==> src/rtl/vgpa_ram.sv <==
// Generic single-port RAM with registered read.
module vgpa_ram #(
    parameter int WIDTH = 8,
    parameter int DEPTH = 16
) (
    input  logic                     clk,
    input  logic                     we,
    input  logic [$clog2(DEPTH)-1:0] addr,
    input  logic [WIDTH-1:0]         wdata,
    output logic [WIDTH-1:0]         rdata
);
    logic [WIDTH-1:0] mem [DEPTH];

    always_ff @(posedge clk)
    begin
        if (we)
        begin
            mem[addr] <= wdata;
        end
        rdata <= mem[addr];
    end
endmodule

==> config.mk <==
export PLATFORM = sky130hd
export DESIGN_NAME = vgpa_ram
export DESIGN_NICKNAME = d
export VERILOG_FILES = /design/src/rtl/vgpa_ram.sv
export SDC_FILE = /design/constraint.sdc
export NUM_CORES = 1
export LEC_CHECK = 0
export ABC_AREA = 1
export CAP_MARGIN = 10
export CELL_PAD_IN_SITES_DETAIL_PLACEMENT = 1
export CELL_PAD_IN_SITES_GLOBAL_PLACEMENT = 1
export CORE_ASPECT_RATIO = 0.8
export CORE_UTILIZATION = 30
export CTS_BUF_LIST = sky130_fd_sc_hd__clkbuf_2
export CTS_CLUSTER_DIAMETER = 100
export CTS_CLUSTER_SIZE = 40
export DETAILED_ROUTE_END_ITERATION = 8
export DONT_BUFFER_PORTS = 1
export PLACE_DENSITY = 0.6
export SYNTH_ARGS = -nofsm -noshare
export SYNTH_HDL_FRONTEND = slang
export SYNTH_SLANG_ARGS = --single-unit
==> constraint.sdc <==
create_clock -name clk -period 3.4 [get_ports clk]
set_clock_uncertainty 0.1 [all_clocks]
set_input_delay 0.34 -clock clk [delete_from_list [all_inputs] [get_ports clk]]
set_output_delay 0.34 -clock clk [all_outputs]
set_load 0.1 [all_outputs]
==> flow_summary.yaml <==
grt:
  track_usage: 0.168
  grt_max_degree: 63
  grt-ovfl-total: 0
  gr-usage-met1: 0.230
  use_met2: 0.268
  grtUsageMet3: 0.0411
  gr-max-usage-layer: "met2"
  grt_pass1_vias: 3854
  antenna_found_initial: 0
  grt_pass1_wl_mm: 22.8
cts:
  cts-resized-gates: 0
  clock_latency_ns: 0.70
  cts_tree: "built"
  clk_pin_slew_ns: 0.17
  cts_buffers: 17
  clock_sinks: 136
  clock_path_buffers: 2
  cts-root-buf: "clkbuf_2"
  htreeDepth: 4
  cts_setup_buffers: 0
setup_path:
  crit_path_max_fanout: 1
  cp.depth: 12
  cp.arrival_ns: 3.71
  end_kind: "register"
  reg2reg_depth: 12
  cpPeakStageDelay_ns: 0.56
  cp_num_buf_inv: 5
  crit_path_start_kind: "register"
  path_cells: "nand2_1 > nand2_1 > nand2_1 > dlygate4sd3_1 > nand2_1 > dlygate4sd3_1 > nand2_1 > nand2_1 > dlygate4sd3_1 > inv_1 > nand2_1 > dlygate4sd3_1"
  cp_common_cell: "nand2_1"
  crit_family: "buffers and inverters"
  slowest_stage: "dlygate4sd3_1"
  crit_type: "register to register"
  cp.required_ns: 3.89
layout:
  register_area_um2: 4000
  fillCellCount: 2067
  final_layout_size_suffix_gt1_frac: 0.0585
  area_growth_pct: 12.4
  diodes: 0
  multiInputGateArea_um2: 1390
  fin_nets: 582
synth:
  yosys.area_share.simple: 0.248
  syn_nets: 562
  syn_area_um2: 5590
  synth_xor_area_frac: 0
  yosys_warnings: 0
  ys_seq_area_frac: 0.716
  synth_fa_ha_area_frac: 0
  synth.distinct_cells: 11
  synth_top_family_by_area: "simple AND/OR/NAND/NOR gates"
  synth_area_per_cell_um2: 10.2
  synthMuxAreaShare: 0
  synth_compound_area_frac: 0
  syn_inst: 548
  ys_ff_latch: 136
pwr:
  ir_drop_mv: 0.352
  p_leak_nw: 2.61
  powerDensity_nw_per_um2: 516
place:
  io_buffers: 0
  hpwl_mm: 8.91
  gp_congestion: 0.795
detailed_routing:
  wirelength_mm: 14.8
  firstDrtPassIters: 4
  vias: 3672
  routed_via_density: 4.40
  drc_errors: 0
  drtAntennaViolNets: 0
  route.detailed.wl_per_inst_um: 17.7
  drt-initial-drc-count: 252
floorplanning:
  rows: 44
  ios: 22
  die_height_um: 124
  dieArea_um2: 19200
  die_w_um: 155
  start_util: 0.307
  core_um2: 18200
sta:
  drv_slew: 0
  setup_violations: 0
  tightest_slew_ns: 0.959
  fin_crit_sh: 0.947
  hold_violations: 0
  fin_crit_ns: 3.22
  timing.fmax_mhz: 311
  fin_setup_tns_ns: 0
  rsz0062_at_grt: "no"
  hold_slack_ns: 0.0564
  max_slew_margin: 0.360
worst_hold_path:
  hp-class: "input pin to register"
  holdPathStages: 8
outcome:
  status: "finished clean"
flow_run:
  drv_cap: 0
[per-layer routing]
metal	wire length, um	vias up
met3	816	9
met4	128	0
li1	-	1790
met2	6640	63
met5	0	-
met1	7180	1810
[flip-flops by register name, indices dropped and copies added (netlist names)]
name and flops:
rdata 8, mem 128
[power by group]
| group | switching, mW | total [mW] | internal [mW] | leakage [nW] |
|---|---|---|---|---|
| logic | 0.163 | 0.228 | 0.0648 | 1.22 |
| registers | 0.0937 | 1.97 | 1.87 | 1.22 |
| clock network | 0.566 | 1.05 | 0.479 | 0.164 |
| total | 0.823 | 3.24 | 2.42 | 2.61 |
[synthesized netlist by cell type]
master | n | area share
buf_4 | 6 | 0.0081
inv_2 | 1 | 0.00067
clkinv_1 | 1 | 0.00067
edfxtp_1 | 128 | 0.69
nand2_1 | 346 | 0.23
inv_1 | 21 | 0.014
nor2_1 | 18 | 0.012
buf_2 | 12 | 0.011
nand3_1 | 4 | 0.0036
clkbuf_1 | 3 | 0.0020
dfxtp_1 | 8 | 0.029
[what timing repair did]
action / in CTS / in global routing
hold endpoints to repair: 136 / 1
hold buffers: 19 / 1
endpoints found under the setup margin: 0 / 0
[cells in the final DEF, fill, tap and decap left out]
cell and n:
nand3_1 4, inv_2 1, clkinv_1 4, dfxtp_1 8, nand2_1 346, buf_12 2, nor2_1 18, inv_1 21
bufinv_16 4, buf_4 2, edfxtp_1 128, clkinv_2 5, clkbuf_2 20, dlygate4sd3_1 18
[through the flow]
stage	setup slack [ns]	instance area, um2	instances	total power [mW]	utilization
floorplan	1.58	5590	548	2.13	-
global placement	1.37	5810	782	2.16	0.319
detailed placement	1.30	5810	782	2.16	0.319
CTS	0.187	6270	833	3.28	0.344
global route	0.0311	6280	834	3.36	0.345
finish	0.181	6280	834	3.24	0.345
[worst paths after layout]
path                      endpoint            startpoint  slack, ns
setup / recovery  rdata[4]$_DFF_P_  mem[11][4]$_DFFE_PP_       0.18
hold / removal    rdata[1]$_DFF_P_               addr[0]       0.06
setup reg to reg  rdata[4]$_DFF_P_  mem[11][4]$_DFFE_PP_       0.18
hold reg to reg   rdata[0]$_DFF_P_  mem[14][0]$_DFFE_PP_       0.66
[worst reg2reg max path, stage by stage (launching register included)]
cell and delay [ns]:
edfxtp_1 0.40, nand2_1 0.08, nand2_1 0.05, nand2_1 0.05
dlygate4sd3_1 0.55, nand2_1 0.05, dlygate4sd3_1 0.56, nand2_1 0.08
nand2_1 0.05, dlygate4sd3_1 0.55, inv_1 0.06, nand2_1 0.04
dlygate4sd3_1 0.54
[cell type report]
cell class / instances / share of cell area
Clock buffer: 20 / 0.0159
Clock inverter: 12 / 0.0249
Inverter: 23 / 0.0137
Multi-Input combinational cell: 368 / 0.221
Sequential cell: 136 / 0.637
Tap cell: 253 / 0.0504
Timing Repair Buffer: 22 / 0.0374
[logic make-up (layout without fill, tap and decap cells)]
logic type | Yosys count | after routing
AND/OR/NAND/NOR | 368 | 368
flip-flops | 136 | 136
buffers and inverters | 44 | 77
Power figures use the tool's default switching activity.
