$ cat config.mk
export PLATFORM = sky130hd
export DESIGN_NAME = vgpa_div
export DESIGN_NICKNAME = d
export VERILOG_FILES = /design/src/rtl/vgpa_pkg.sv /design/src/rtl/vgpa_div.sv
export SDC_FILE = /design/constraint.sdc
export NUM_CORES = 1
export LEC_CHECK = 0
export BUFFER_PORTS_ARGS = -buffer_cell sky130_fd_sc_hd__clkbuf_2
export CORE_MARGIN = 5
export CORE_UTILIZATION = 30
export DETAILED_ROUTE_END_ITERATION = 12
export MAX_ROUTING_LAYER = met4
export PLACE_DENSITY = 0.53
export RECOVER_POWER = 100
export SETUP_SLACK_MARGIN = 0.02
export SYNTH_ARGS = -nofsm -noshare
export SYNTH_HDL_FRONTEND = slang
export SYNTH_SLANG_ARGS = --single-unit
$ cat constraint.sdc
create_clock -name clk -period 13.16 [get_ports clk]
set_input_delay 3.948 -clock clk [delete_from_list [all_inputs] [get_ports clk]]
set_output_delay 3.948 -clock clk [all_outputs]
set_load 0.01 [all_outputs]
$ cat src/rtl/vgpa_pkg.sv
// Package with shared types and codes of the voxel grid point accumulator.
package vgpa_pkg;
    localparam int TABLE_ENTRIES = 4096;
    localparam int AXIS_BITS = 21;

    localparam logic [2:0] ST_EXISTING = 3'd0;
    localparam logic [2:0] ST_NEW      = 3'd1;
    localparam logic [2:0] ST_DROPPED  = 3'd2;
    localparam logic [2:0] ST_FULL     = 3'd3;
    localparam logic [2:0] ST_READ_OK  = 3'd4;
    localparam logic [2:0] ST_EMPTY    = 3'd5;
    localparam logic [31:0] INV_LEAF_RESET = 32'd1310720;
    localparam int PROD_FRAC = 26;

    typedef struct packed {
        logic        start;
        logic [63:0] dividend;
        logic [31:0] divisor;
        logic        is_signed;
    } div_req_t;
endpackage

$ cat src/rtl/vgpa_div.sv
// Radix-2 restoring divider for a 64-bit dividend by a 32-bit divisor.
module vgpa_div (
    input  logic                 clk,
    input  logic                 rst_n,
    input  vgpa_pkg::div_req_t   req,
    output logic                 done,
    output logic [63:0]          quotient
);
    import vgpa_pkg::*;

    logic [63:0] quo_reg, quo_next;
    logic [32:0] rem_reg, rem_next;
    logic [31:0] den_reg, den_next;
    logic [6:0]  cnt_reg, cnt_next;
    logic        neg_reg, neg_next;
    logic        busy_reg, busy_next;
    logic        done_reg, done_next;
    logic [32:0] trial;
    logic [63:0] mag;

    assign mag = (req.is_signed && req.dividend[63]) ? (64'd0 - req.dividend) : req.dividend;
    assign trial = {rem_reg[31:0], quo_reg[63]} - {1'b0, den_reg};

    always_comb
    begin
        quo_next  = quo_reg;
        rem_next  = rem_reg;
        den_next  = den_reg;
        cnt_next  = cnt_reg;
        neg_next  = neg_reg;
        busy_next = busy_reg;
        done_next = 1'b0;
        if (req.start)
        begin
            quo_next  = mag;
            rem_next  = 33'd0;
            den_next  = req.divisor;
            cnt_next  = 7'd0;
            neg_next  = req.is_signed && req.dividend[63];
            busy_next = 1'b1;
        end
        else if (busy_reg)
        begin
            if (trial[32])
            begin
                rem_next = {rem_reg[31:0], quo_reg[63]};
                quo_next = {quo_reg[62:0], 1'b0};
            end
            else
            begin
                rem_next = trial;
                quo_next = {quo_reg[62:0], 1'b1};
            end
            cnt_next = cnt_reg + 7'd1;
            if (cnt_reg == 7'd63)
            begin
                busy_next = 1'b0;
                done_next = 1'b1;
            end
        end
    end

    always_ff @(posedge clk or negedge rst_n)
    begin
        if (!rst_n)
        begin
            busy_reg <= 1'b0;
            done_reg <= 1'b0;
            cnt_reg  <= 7'd0;
            neg_reg  <= 1'b0;
        end
        else
        begin
            busy_reg <= busy_next;
            done_reg <= done_next;
            cnt_reg  <= cnt_next;
            neg_reg  <= neg_next;
        end
    end

    always_ff @(posedge clk)
    begin
        quo_reg <= quo_next;
        rem_reg <= rem_next;
        den_reg <= den_next;
    end

    assign done = done_reg;
    assign quotient = neg_reg ? (64'd0 - quo_reg) : quo_reg;
endmodule

==> impl_metrics.yaml <==
outcome:
  violations: "capacitance limit, slew limit"
  status: "complete, but fails checks"
finish:
  antennaDiodeCount: 0
  area_delta_synth_final_pct: 17.35
  nets: 1407
  drive_gt1_frac: 0.1184
  final_cell_mix: "nor2_1 (146), xnor2_1 (113), a21oi_1 (109)"
  fin_area_sq_um: 11610
  largest_reg_flops: 64
  layout_commonest_cell: "nor2_1"
drt:
  drtAntennaViolNets: 0
  avgRoutedWirePerCell_um: 16.25
  drt_iter0_markers: 517
  dr.pass1.iters: 7
  drc_errors: 0
  routed_wl_mm: 28.05
  detailroute.via_count: 8799
  vias_per_cell: 5.098
clock_network:
  postCtsSetupBuffers: 0
  clk_path_buf_depth: 2
  clock-root-buffer: "clkbuf_16"
  cts_buffers: 17
  cts_tree: "yes"
  ctsHoldBuffers: 0
  clock_sinks: 138
  cts-resized-gates: 0
  clk_latency_ps: 420
  clkTransAtPathRegs_ps: 60
  h-tree-depth: 4
floorplanning:
  die_w_um: 191.6
  die_h_um: 191.6
  ios: 165
  dieArea_sq_um: 36700
  initial_utilization: 0.3040
  num_rows: 66
  core_area_sq_um: 32540
critical_path:
  cp_max_fo: 6
  timing.rr.start: "busy_reg"
  worst_ep_required_time_ps: 9210
  worstSetupPathType: "register to output port"
  r2r_setup_slack_ps: 8560
  worstSetupStartpointType: "register"
  worst-r2r-cell-count: 3
  r2r-end: "quo_reg[56]"
  arrival_ps: 5100
  crit_path_end_kind: "output port"
sta:
  finalHoldViolCount: 0
  setup_violations: 0
  fin_crit_sh: 0.6875
  fmaxAchievable_mhz: 110.5
  period_needed_ps: 9048
  max_slew_margin: -1.601
  finalMaxSlewViolations: 288
  skew_ps: 9.242
  worstMarginPinSlew_ps: 3901
  fin_ws_ps: 4112
  tns_ps: 0
  grt_setup_unrepaired: "no"
synthesis:
  yosysWarnings: 0
  synth_top_area_cell: "edfxtp_1"
  synth_nets: 1274
  avgSynthCellArea_sq_um: 8.692
  netlist_area_sq_um: 9892
  synth_top_area_share: 0.2914
  ys_seq_area_frac: 0.3815
  syn_inst: 1138
  ys_types: 57
  ys_seq_elements: 138
  ys_async_sr_fraction: 0.07246
  ys_top_cells_by_area: "edfxtp_1 (29%), xnor2_1 (10%), dfxtp_1 (6.5%)"
  synth_edf_count: 96
  synth_ff_type: "edfxtp_1"
global_routing:
  antenna_found_initial: 0
  grtUsageTotal: 0.1546
  grt-ovfl-total: 0
  grt_max_degree: 97
  grt_pass1_wl_mm: 44.21
  first_global_vias: 8365
min_path:
  hold_class: "register to register"
  hold_start: "rem_reg[24]"
  hold_path_depth: 2
  min_to: "rem_reg[25]"
placed_design:
  place_hpwl_mm: 20.96
  gp_congestion: 0.8697
  place_ws_ps: 5283
  port_buffers: 164
  place_area_sq_um: 11140
pwr:
  irDropWorstVdd_v: 0.00008806
  leakage_nw: 4.270
  p_per_area_nw_per_um2: 158.6
flow_run:
  drv_cap: 4
-- layer usage --
layer | up-vias | share of wire | track usage
li1 | 4392 | - | -
met1 | 4158 | 0.47 | 0.2013
met2 | 223 | 0.46 | 0.2491
met3 | 26 | 0.057 | 0.02781
met4 | 0 | 0.015 | 0.04227
met5 | - | 0 | -
-- power by group --
group          switching (mW)  internal (mW)  total, mW
logic                   0.405          0.297      0.702
clock network           0.193          0.316      0.508
registers              0.0800          0.550      0.630
total                   0.678           1.16       1.84
-- cells by family after synthesis --
logic type	count (synthesis)	synth area share
compound gates	297	0.1885
mux	9	0.009866
simple gates	397	0.1945
flops	138	0.3815
fa+ha+maj	36	0.04629
buf+inv	103	0.03946
xor+xnor	158	0.1399
-- critical path, stage by stage, from the launching register on --
cell	delay [ps]
edfxtp_1	420
or4_4	580
nor4_1	600
nand4_1	420
or4_1	570
or4_4	450
or2_4	280
or4_4	460
o31ai_1	500
xnor2_1	180
clkbuf_2	220
-- synth_stat cells (all sizes together) (12+ instances only) --
| library cell | number |
|---|---|
| nor2 | 146 |
| xnor2 | 114 |
| a21oi | 109 |
| edfxtp | 96 |
| nand2 | 96 |
| o21ai | 60 |
| clkbuf | 56 |
| inv | 45 |
| xor2 | 44 |
| ha | 35 |
| dfxtp | 32 |
| o31ai | 30 |
| or3 | 27 |
| a311oi | 25 |
| nor3 | 24 |
| a31oi | 17 |
| or4 | 17 |
| nor4 | 15 |
| a21o | 14 |
| o41ai | 14 |
| nand4 | 12 |
-- through the flow --
stage               total power [mW]  std cells  hold slack, ps    util
global placement               1.344       1694           480.8  0.3424
CTS                            1.868       1726           497.4  0.3611
floorplan                      1.138       1138           468.5       -
finish                         1.841       1726           496.5  0.3568
global route                   1.974       1726           518.4  0.3568
detailed placement             1.349       1694           487.9  0.3424
-- worst max-delay path by stage --
| stage | startpoint | to | slack [ps] |
|---|---|---|---|
| after CTS | quo_reg[6] | quotient[63] | 4810 |
| after detailed placement | quo_reg[5] | quotient[63] | 5280 |
| final | quo_reg[6] | quotient[63] | 4110 |
| after floorplan | quo_reg[6] | quotient[57] | 5850 |
| after global routing | req[97] | rem_reg[29] | 3850 |
| after global placement | quo_reg[6] | quotient[63] | 5310 |
-- area by class of cell --
class | count | area, sq um
inverter | 45 | 168.9
clock inverter | 13 | 175.2
fill | 3464 | 20930
clock buffer | 19 | 432.9
timing repair buffer | 172 | 789.5
multi-input combinational | 897 | 5714
sequential | 138 | 3775
tap | 442 | 553.0
Note: power is estimated with default switching activity, not from simulation.
